--- config.mk ---
export PLATFORM = sky130hd
export DESIGN_NAME = stream_find_and_replace
export DESIGN_NICKNAME = d
export VERILOG_FILES = /design/src/rtl/core/sfr_pkg.sv /design/src/rtl/core/sfr_front.sv /design/src/rtl/core/sfr_queue.sv /design/src/rtl/core/sfr_back.sv /design/src/rtl/core/stream_find_and_replace.sv
export SDC_FILE = /design/constraint.sdc
export NUM_CORES = 1
export LEC_CHECK = 0
export BUFFER_PORTS_ARGS = -buffer_cell sky130_fd_sc_hd__clkbuf_2
export CORE_MARGIN = 2
export CORE_UTILIZATION = 25
export CTS_CLUSTER_DIAMETER = 60
export DETAILED_ROUTE_END_ITERATION = 7
export PLACE_DENSITY = 0.36
export SLEW_MARGIN = 20
export SYNTH_ARGS = -nofsm -noshare
export SYNTH_HDL_FRONTEND = slang
export SYNTH_SLANG_ARGS = --single-unit
--- constraint.sdc ---
create_clock -name clk -period 21.2 [get_ports clk]
set_clock_uncertainty 0.1 [all_clocks]
set_input_delay 2.12 -clock clk [delete_from_list [all_inputs] [get_ports clk]]
set_output_delay 2.12 -clock clk [all_outputs]
set_load 0.05 [all_outputs]
--- src/rtl/core/sfr_pkg.sv ---
// Shared types, constants and helpers for the streaming find-and-replace block.
// Used by sfr_front, sfr_queue, sfr_back and stream_find_and_replace.
`default_nettype none

package sfr_pkg;

  localparam int BYTE_W      = 8;
  localparam int MAX_PATTERN = 8;
  localparam int MAX_REPLACEMENT = 8;
  localparam int MAX_RESULTS = 8;
  localparam int WIN_W       = MAX_PATTERN * BYTE_W;
  localparam int JOB_W       = MAX_RESULTS * BYTE_W;
  localparam int LEN_W       = 4;
  localparam int CFG_DATA_W  = 64;
  localparam int CFG_IDX_W   = 2;
  localparam int QUEUE_DEPTH = 4;

  typedef enum logic [CFG_IDX_W-1:0] {
    CFG_PATTERN_BYTES      = 2'd0,
    CFG_PATTERN_LENGTH     = 2'd1,
    CFG_REPLACEMENT_BYTES  = 2'd2,
    CFG_REPLACEMENT_LENGTH = 2'd3
  } sfr_cfg_idx_t;

  typedef struct packed {
    logic [BYTE_W-1:0] in_byte;
    logic              in_last;
  } sfr_in_t;

  typedef struct packed {
    logic [BYTE_W-1:0] out_byte;
    logic              out_empty;
    logic              out_last;
  } sfr_out_t;

  // One queue entry: the results that one input beat causes, first byte in bits 7:0.
  typedef struct packed {
    logic [JOB_W-1:0] data;
    logic [LEN_W-1:0] count;
    logic             empty;
    logic             last;
  } sfr_job_t;

  function automatic logic [LEN_W-1:0] pat_len_sat(input logic [LEN_W-1:0] len);
    logic [LEN_W-1:0] r;
    r = len;
    if (len == '0) r = LEN_W'(1);
    else if (len > LEN_W'(MAX_PATTERN)) r = LEN_W'(MAX_PATTERN);
    return r;
  endfunction

  function automatic logic [LEN_W-1:0] repl_len_sat(input logic [LEN_W-1:0] len);
    logic [LEN_W-1:0] r;
    r = len;
    if (len > LEN_W'(MAX_REPLACEMENT)) r = LEN_W'(MAX_REPLACEMENT);
    return r;
  endfunction

endpackage

`default_nettype wire

--- src/rtl/core/sfr_front.sv ---
// Front end: configuration registers, match window and per-beat classification.
// Depends on sfr_pkg; pushes one job per beat that yields results.
`default_nettype none

module sfr_front
  import sfr_pkg::*;
(
  input  wire logic                  clk,
  input  wire logic                  rst_n,
  input  wire logic                  cfg_we,
  input  wire logic [CFG_IDX_W-1:0]  cfg_index,
  input  wire logic [CFG_DATA_W-1:0] cfg_wdata,
  input  wire logic                  in_valid,
  output      logic                  in_ready,
  input  wire sfr_in_t               in_data,
  input  wire logic                  q_full,
  output      logic                  push,
  output      sfr_job_t              push_job
);

  logic [WIN_W-1:0]      pat_r;
  logic [LEN_W-1:0]      plen_r;
  logic [JOB_W-1:0]      rep_r;
  logic [LEN_W-1:0]      rlen_r;
  logic [WIN_W-1:0]      win_r, win_nxt;
  logic [LEN_W-1:0]      fill_r, fill_nxt;
  logic [WIN_W-1:0]      cand;
  logic [LEN_W-1:0]      nfill;
  logic                  hit;
  logic                  full;
  logic                  fire;

  assign in_ready = !q_full;
  assign fire     = in_valid && in_ready;
  assign nfill    = fill_r + LEN_W'(1);
  assign full     = (nfill >= plen_r);

  // The new byte lands just after the held bytes; all held bytes compare in parallel.
  always_comb begin
    hit = 1'b1;
    for (int i = 0; i < MAX_PATTERN; i++) begin
      cand[i*BYTE_W +: BYTE_W] = (LEN_W'(i) == fill_r) ? in_data.in_byte
                                                        : win_r[i*BYTE_W +: BYTE_W];
      if ((LEN_W'(i) < plen_r) &&
          (cand[i*BYTE_W +: BYTE_W] != pat_r[i*BYTE_W +: BYTE_W])) begin
        hit = 1'b0;
      end
    end
  end

  always_comb begin
    win_nxt  = win_r;
    fill_nxt = fill_r;
    push     = 1'b0;
    push_job = '0;
    if (fire) begin
      if (full && hit) begin
        fill_nxt       = '0;
        push_job.data  = rep_r;
        push_job.count = rlen_r;
        push_job.last  = in_data.in_last;
        push           = (rlen_r != '0) || in_data.in_last;
        // A deleted match at the end of the stream still needs an end marker.
        if (in_data.in_last && (rlen_r == '0)) begin
          push_job.data  = '0;
          push_job.count = LEN_W'(1);
          push_job.empty = 1'b1;
        end
      end else if (in_data.in_last) begin
        // Whatever the window holds, including the new byte, goes out now.
        push_job.data  = JOB_W'(cand);
        push_job.count = nfill;
        push_job.last  = 1'b1;
        push           = 1'b1;
        fill_nxt       = '0;
      end else if (full) begin
        push_job.data  = JOB_W'(cand[BYTE_W-1:0]);
        push_job.count = LEN_W'(1);
        push           = 1'b1;
        win_nxt        = cand >> BYTE_W;
        fill_nxt       = fill_r;
      end else begin
        win_nxt  = cand;
        fill_nxt = nfill;
      end
    end
    // Writing the pattern length discards the held bytes.
    if (cfg_we && (cfg_index == CFG_PATTERN_LENGTH)) fill_nxt = '0;
  end

  always_ff @(posedge clk) begin
    if (!rst_n) begin
      pat_r  <= '0;
      plen_r <= LEN_W'(1);
      rep_r  <= '0;
      rlen_r <= '0;
      fill_r <= '0;
    end else begin
      fill_r <= fill_nxt;
      if (cfg_we) begin
        unique case (cfg_index)
          CFG_PATTERN_BYTES:      pat_r  <= cfg_wdata[WIN_W-1:0];
          CFG_PATTERN_LENGTH:     plen_r <= pat_len_sat(cfg_wdata[LEN_W-1:0]);
          CFG_REPLACEMENT_BYTES:  rep_r  <= cfg_wdata[JOB_W-1:0];
          CFG_REPLACEMENT_LENGTH: rlen_r <= repl_len_sat(cfg_wdata[LEN_W-1:0]);
          default: ;
        endcase
      end
    end
  end

  always_ff @(posedge clk) begin
    win_r <= win_nxt;
  end

`ifndef ASSERT_OFF
  a_fill_below_pattern: assert property (@(posedge clk) disable iff (!rst_n)
    fill_r < plen_r)
    else $error("window holds a full pattern length between beats");
`endif

endmodule

`default_nettype wire

--- src/rtl/core/sfr_queue.sv ---
// Short job queue between the front end and the result expander.
// Depends on sfr_pkg for the job type and depth.
`default_nettype none

module sfr_queue
  import sfr_pkg::*;
(
  input  wire logic     clk,
  input  wire logic     rst_n,
  input  wire logic     push,
  input  wire sfr_job_t push_job,
  output      logic     full,
  input  wire logic     pop,
  output      logic     q_valid,
  output      sfr_job_t q_job
);

  localparam int PTR_W = $clog2(QUEUE_DEPTH);
  localparam int CNT_W = $clog2(QUEUE_DEPTH + 1);

  sfr_job_t           slot_r [QUEUE_DEPTH];
  logic [PTR_W-1:0]   wr_ptr_r, rd_ptr_r;
  logic [CNT_W-1:0]   count_r;

  assign full    = (count_r == CNT_W'(QUEUE_DEPTH));
  assign q_valid = (count_r != '0);
  assign q_job   = slot_r[rd_ptr_r];

  always_ff @(posedge clk) begin
    if (!rst_n) begin
      wr_ptr_r <= '0;
      rd_ptr_r <= '0;
      count_r  <= '0;
    end else begin
      if (push) wr_ptr_r <= wr_ptr_r + PTR_W'(1);
      if (pop)  rd_ptr_r <= rd_ptr_r + PTR_W'(1);
      if (push && !pop)      count_r <= count_r + CNT_W'(1);
      else if (pop && !push) count_r <= count_r - CNT_W'(1);
    end
  end

  always_ff @(posedge clk) begin
    if (push) slot_r[wr_ptr_r] <= push_job;
  end

`ifndef ASSERT_OFF
  a_no_push_when_full: assert property (@(posedge clk) disable iff (!rst_n)
    push |-> !full)
    else $error("job pushed into a full queue");
  a_no_pop_when_empty: assert property (@(posedge clk) disable iff (!rst_n)
    pop |-> q_valid)
    else $error("job popped from an empty queue");
`endif

endmodule

`default_nettype wire

--- src/rtl/core/sfr_back.sv ---
// Result expander: takes jobs from the queue and sends their bytes out one beat at a time.
// Depends on sfr_pkg for the job and result types.
`default_nettype none

module sfr_back
  import sfr_pkg::*;
(
  input  wire logic     clk,
  input  wire logic     rst_n,
  input  wire logic     q_valid,
  input  wire sfr_job_t q_job,
  output      logic     pop,
  output      logic     out_valid,
  input  wire logic     out_ready,
  output      sfr_out_t out_data
);

  logic             busy_r, busy_nxt;
  logic [JOB_W-1:0] data_r, data_nxt;
  logic [LEN_W-1:0] rem_r, rem_nxt;
  logic             empty_r, empty_nxt;
  logic             last_r, last_nxt;
  logic             final_beat;

  // The next job loads in the same cycle as the final beat of the current one.
  assign final_beat = busy_r && out_ready && (rem_r == LEN_W'(1));
  assign pop        = q_valid && (!busy_r || final_beat);

  always_comb begin
    busy_nxt  = busy_r;
    data_nxt  = data_r;
    rem_nxt   = rem_r;
    empty_nxt = empty_r;
    last_nxt  = last_r;
    if (pop) begin
      busy_nxt  = 1'b1;
      data_nxt  = q_job.data;
      rem_nxt   = q_job.count;
      empty_nxt = q_job.empty;
      last_nxt  = q_job.last;
    end else if (busy_r && out_ready) begin
      busy_nxt = (rem_r != LEN_W'(1));
      data_nxt = data_r >> BYTE_W;
      rem_nxt  = rem_r - LEN_W'(1);
    end
  end

  always_ff @(posedge clk) begin
    if (!rst_n) begin
      busy_r <= 1'b0;
      rem_r  <= '0;
    end else begin
      busy_r <= busy_nxt;
      rem_r  <= rem_nxt;
    end
  end

  always_ff @(posedge clk) begin
    data_r  <= data_nxt;
    empty_r <= empty_nxt;
    last_r  <= last_nxt;
  end

  assign out_valid          = busy_r;
  assign out_data.out_byte  = data_r[BYTE_W-1:0];
  assign out_data.out_empty = empty_r;
  assign out_data.out_last  = last_r && (rem_r == LEN_W'(1));

`ifndef ASSERT_OFF
  a_rem_in_range: assert property (@(posedge clk) disable iff (!rst_n)
    busy_r |-> (rem_r != '0) && (rem_r <= LEN_W'(MAX_RESULTS)))
    else $error("result count out of range");
  a_empty_is_final: assert property (@(posedge clk) disable iff (!rst_n)
    (busy_r && empty_r) |-> (rem_r == LEN_W'(1)) && last_r)
    else $error("end marker is not the only, final result");
`endif

endmodule

`default_nettype wire

--- src/rtl/core/stream_find_and_replace.sv ---
// Top level of the streaming find-and-replace block.
// Depends on sfr_pkg, sfr_front, sfr_queue and sfr_back.
`default_nettype none

// One input byte is accepted per cycle whenever the four-entry job queue has room;
// the pattern compare against the held window is done in the cycle of acceptance.
// Each input beat yields 0 to 8 result beats, which leave one per cycle while
// out_ready is high, so the sustained rate is one byte per cycle while beats
// average at most one result each; the queue absorbs a replacement burst of n
// bytes, stalling the input only once four jobs are waiting. The first result
// of a beat is registered in the queue, then in the expander. Configuration
// writes take effect at once and must be made while the block is idle.
module stream_find_and_replace
  import sfr_pkg::*;
(
  input  wire logic                  clk,
  input  wire logic                  rst_n,
  input  wire logic                  cfg_we,
  input  wire logic [CFG_IDX_W-1:0]  cfg_index,
  input  wire logic [CFG_DATA_W-1:0] cfg_wdata,
  input  wire logic                  in_valid,
  output      logic                  in_ready,
  input  wire sfr_in_t               in_data,
  output      logic                  out_valid,
  input  wire logic                  out_ready,
  output      sfr_out_t              out_data
);

  logic     push;
  sfr_job_t push_job;
  logic     q_full;
  logic     pop;
  logic     q_valid;
  sfr_job_t q_job;

  sfr_front u_front (
    .clk       (clk),
    .rst_n     (rst_n),
    .cfg_we    (cfg_we),
    .cfg_index (cfg_index),
    .cfg_wdata (cfg_wdata),
    .in_valid  (in_valid),
    .in_ready  (in_ready),
    .in_data   (in_data),
    .q_full    (q_full),
    .push      (push),
    .push_job  (push_job)
  );

  sfr_queue u_queue (
    .clk      (clk),
    .rst_n    (rst_n),
    .push     (push),
    .push_job (push_job),
    .full     (q_full),
    .pop      (pop),
    .q_valid  (q_valid),
    .q_job    (q_job)
  );

  sfr_back u_back (
    .clk       (clk),
    .rst_n     (rst_n),
    .q_valid   (q_valid),
    .q_job     (q_job),
    .pop       (pop),
    .out_valid (out_valid),
    .out_ready (out_ready),
    .out_data  (out_data)
  );

endmodule

`default_nettype wire
==> results.py <==
metrics = {
    "power_and_ir_drop": {
        "power.internal_mw": 2.51,
        "comb_power_share_pct": 24.0,
        "ir_drop_mv": 0.0602,
        "power.density_nw_per_um2": 124,
        "switching_share_pct": 32.3,
        "power_leakage_nw": 10.4,
        "p_sw_mw": 1.20,
        "p_clk_share_pct": 34.1,
        "seq_power_share_pct": 41.9,
    },
    "finish": {
        "final_common_cell": "nand2_1",
        "layoutNonFillerInstCount": 3671,
        "layout-drive-gt1-share_pct": 14.9,
        "nets": 2337,
        "syn2layout_area_growth_pct": 16.8,
        "most-common-layout-cells": "nand2_1, edfxtp_1, dfxtp_1",
        "final_core_util_pct": 29.4,
        "fillCellCount": 10600,
    },
    "yosys": {
        "synthXorXnorAreaFrac_pct": 1.57,
        "synthFlopType": "edfxtp_1",
        "synth.cell_area_um2": 25600,
        "synth_fa_ha_area_share_pct": 0.812,
        "synthArstFlopShare_pct": 0,
        "synth_top_area_share_pct": 48.1,
        "yosysWarnings": 0,
        "synth_cell_type_count": 70,
        "yosysTopAreaCell": "edfxtp_1",
        "ys_ff_latch": 564,
        "synthCells": 2186,
        "synth_top_family_by_area": "simple AND/OR/NAND/NOR gates",
        "syn_avg_cell_area_um2": 11.7,
        "postSynthNetCount": 2282,
        "synth.yosys.seq_area_share_pct": 60.2,
        "synth-simple-area-share_pct": 14.3,
        "synth_mux_area_share_pct": 11.4,
        "synth.area.top_cells": "edfxtp_1, dfxtp_1, nand2_1",
        "synth_compound_area_share_pct": 8.40,
        "synth_edf_count": 410,
    },
    "setup_path": {
        "critical_path.cell_chain": "clkbuf_2 > inv_1 > a22oi_1 > nand3_1 > a2111oi_1 > nand4bb_1 > nor4_2 > a22oi_2 > nor2_8 > buf_4 > mux2_2",
        "ff2ff_path_depth": 12,
        "reg2reg_slack_ns": 15.42,
        "r2r-start": "u_front.fill_r[0]",
        "worstSetupStartpointType": "input port",
        "cp.arrival_ns": 6.68,
        "crit_family": "buffers and inverters",
        "r2r_end": "u_queue.slot_r[3][2]",
        "worstPathRequired_ns": 21.47,
        "worst_path_max_delay_cell": "buf_4",
        "path_max_fanout": 46,
        "endpoint_kind": "flop",
        "worstSetupPathType": "input port to flop",
        "critical-path-max-stage-delay_ns": 0.86,
        "critPathBufInv": 3,
    },
    "sta": {
        "hold_ws_ns": 0.365,
        "finalWorstSetupSlack_ns": 14.78,
        "setup_viol": 0,
        "fmax_ghz": 0.156,
        "slew_viol_final": 0,
        "tightest_slew_ns": 1.07,
        "hold_violations": 0,
        "fin_crit_sh_pct": 30.3,
        "period_needed_ns": 6.42,
        "rsz0062_at_grt": "no",
        "fin_tns_setup_ns": 0,
        "maxSlewHeadroom_pct": 28.5,
    },
    "floorplan": {
        "dieArea_um2": 105000,
        "pin_count": 92,
        "die_h_um": 324,
        "core.rowCount": 117,
        "initial_core_util_pct": 25.2,
        "core_um2": 102000,
        "fp.dieW_um": 324,
    },
    "grt": {
        "grt_use_total_pct": 16.9,
        "grt_max_degree": 68,
        "antenna_found_initial": 4,
        "grt_pass1_wl_um": 126000,
        "grt_pass1_vias": 17100,
        "gr-total-overflow": 0,
    },
    "place": {
        "port_buffers": 91,
        "globalplace.congestion": 0.842,
        "dp.cells": 3534,
        "dp_hpwl_um": 59300,
        "dp_slack_ns": 14.12,
    },
    "clock_tree": {
        "cts_max_level": 3,
        "clk_pin_slew_ns": 0.06,
        "cts-root-buf": "clkbuf_16",
        "cts.sinks": 564,
        "cts_buffers": 73,
        "clk_latency_ns": 0.64,
        "cts_tree": "built",
        "hold_buffers": 0,
        "cts_setup_buffers": 0,
        "clockBufferDepth": 3,
        "cts_resized": 0,
    },
    "drt": {
        "num_vias": 17100,
        "ant_nets": 0,
        "drc": 0,
        "wirelength_um": 88500,
        "first_iter_violations": 1406,
        "dr.pass1.iters": 5,
        "wire_per_inst_um": 24.1,
        "via_per_inst": 4.67,
    },
    "worst_hold_path": {
        "min_from": "u_front.rep_r[2]",
        "min_to": "u_front.rep_r[2]",
        "worstHoldPathCells": 2,
        "hp-class": "flop to flop",
    },
    "run_status": {
        "status": "complete, no violations",
    },
    "run": {
        "drv_cap": 0,
    },
}
-- power by group through the flow --
stage	sequential (mW)	combinational [mW]	clock [mW]
finish	1.56	0.889	1.27
global route	1.58	0.981	1.35
CTS	1.56	0.915	1.31
detailed placement	1.58	0.913	0
global placement	1.58	0.912	0
floorplan	1.53	0.626	0
-- synth_stat cells (all sizes together) (4+ instances only) --
cell      n
nand2   556
edfxtp  410
dfxtp   154
nor2    150
mux2i   132
a21boi  131
clkbuf   98
o22ai    79
mux4     70
nand2b   55
inv      54
buf      39
xnor2    26
o21ai    24
a21oi    23
xor2     20
nor2b    18
and2     17
ha       15
nor4     12
or2      11
nand3     9
nor3      9
nand3b    5
nor3b     5
a21o      4
a221oi    4
o221ai    4
or3       4
-- worst register-to-register path: stages, from the launching register on --
cell and delay [ns]:
dfxtp_1 0.41, inv_1 0.13, ha_1 0.19, nor3b_4 0.75
mux2i_1 0.42, xnor2_1 0.14, a2111oi_1 0.45, nand4bb_1 0.34
nor4_2 0.37, a22oi_2 0.21, nor2_8 0.57, buf_4 0.88
mux2_2 0.54
-- how the worst max path moves through the flow --
| stage | cells after the start | start | endpoint |
|---|---|---|---|
| after floorplan | 11 | in_data[8] | u_front.win_r[0] |
| after global placement | 11 | in_data[7] | u_queue.slot_r[0][2] |
| after detailed placement | 11 | in_data[7] | u_queue.slot_r[0][2] |
| after CTS | 11 | in_data[7] | u_queue.slot_r[2][2] |
| after global routing | 11 | in_data[7] | u_queue.slot_r[3][2] |
| final | 11 | in_data[7] | u_queue.slot_r[3][2] |
-- flip-flops by register name (all words and copies together), names as in the netlist, 4 cells and up, named ones only --
signal / cells
u_front.win_r: 64
u_front.fill_r: 4
u_front.rlen_r: 4
u_back.rem_r: 4
u_front.rep_r: 64
u_back.data_r: 64
u_front.pat_r: 64
u_queue.slot_r: 280
u_front.plen_r: 4
-- layout make-up --
class	instances	area (um^2)	share of cell area (%)
tap	1368	1710	5.73
antenna	2	5.00	0.0168
inverter	55	206	0.691
timing repair buffer	117	653	2.19
multi-input combinational	1430	9430	31.6
clock buffer	95	2000	6.70
clock inverter	40	455	1.52
sequential	564	15400	51.6
-- cells by family (layout without fill, tap and decap cells) --
logic type,Yosys count,count (layout)
compound gates,305,305
flops,564,564
other cells,0,2
simple gates,859,859
fa+ha+maj,16,16
xor+xnor,46,46
buf+inv,192,307
mux,204,204
-- metrics by stage --
step | cell area, um^2 | power (mW)
after floorplan | 25600 | 2.16
after global placement | 27400 | 2.49
after detailed placement | 27400 | 2.50
after CTS | 29900 | 3.78
after global routing | 29900 | 3.90
final | 29900 | 3.71
-- routing by layer --
metal  part of all wire (%)  routed length, um  global-route usage, %
met1                     47              41900                   24.0
met2                     46              40400                   26.5
met4                    2.3               2060                   4.97
met5                  0.012                 11                      0
met3                    4.7               4180                   2.48
(Power assumes the default switching activity.)
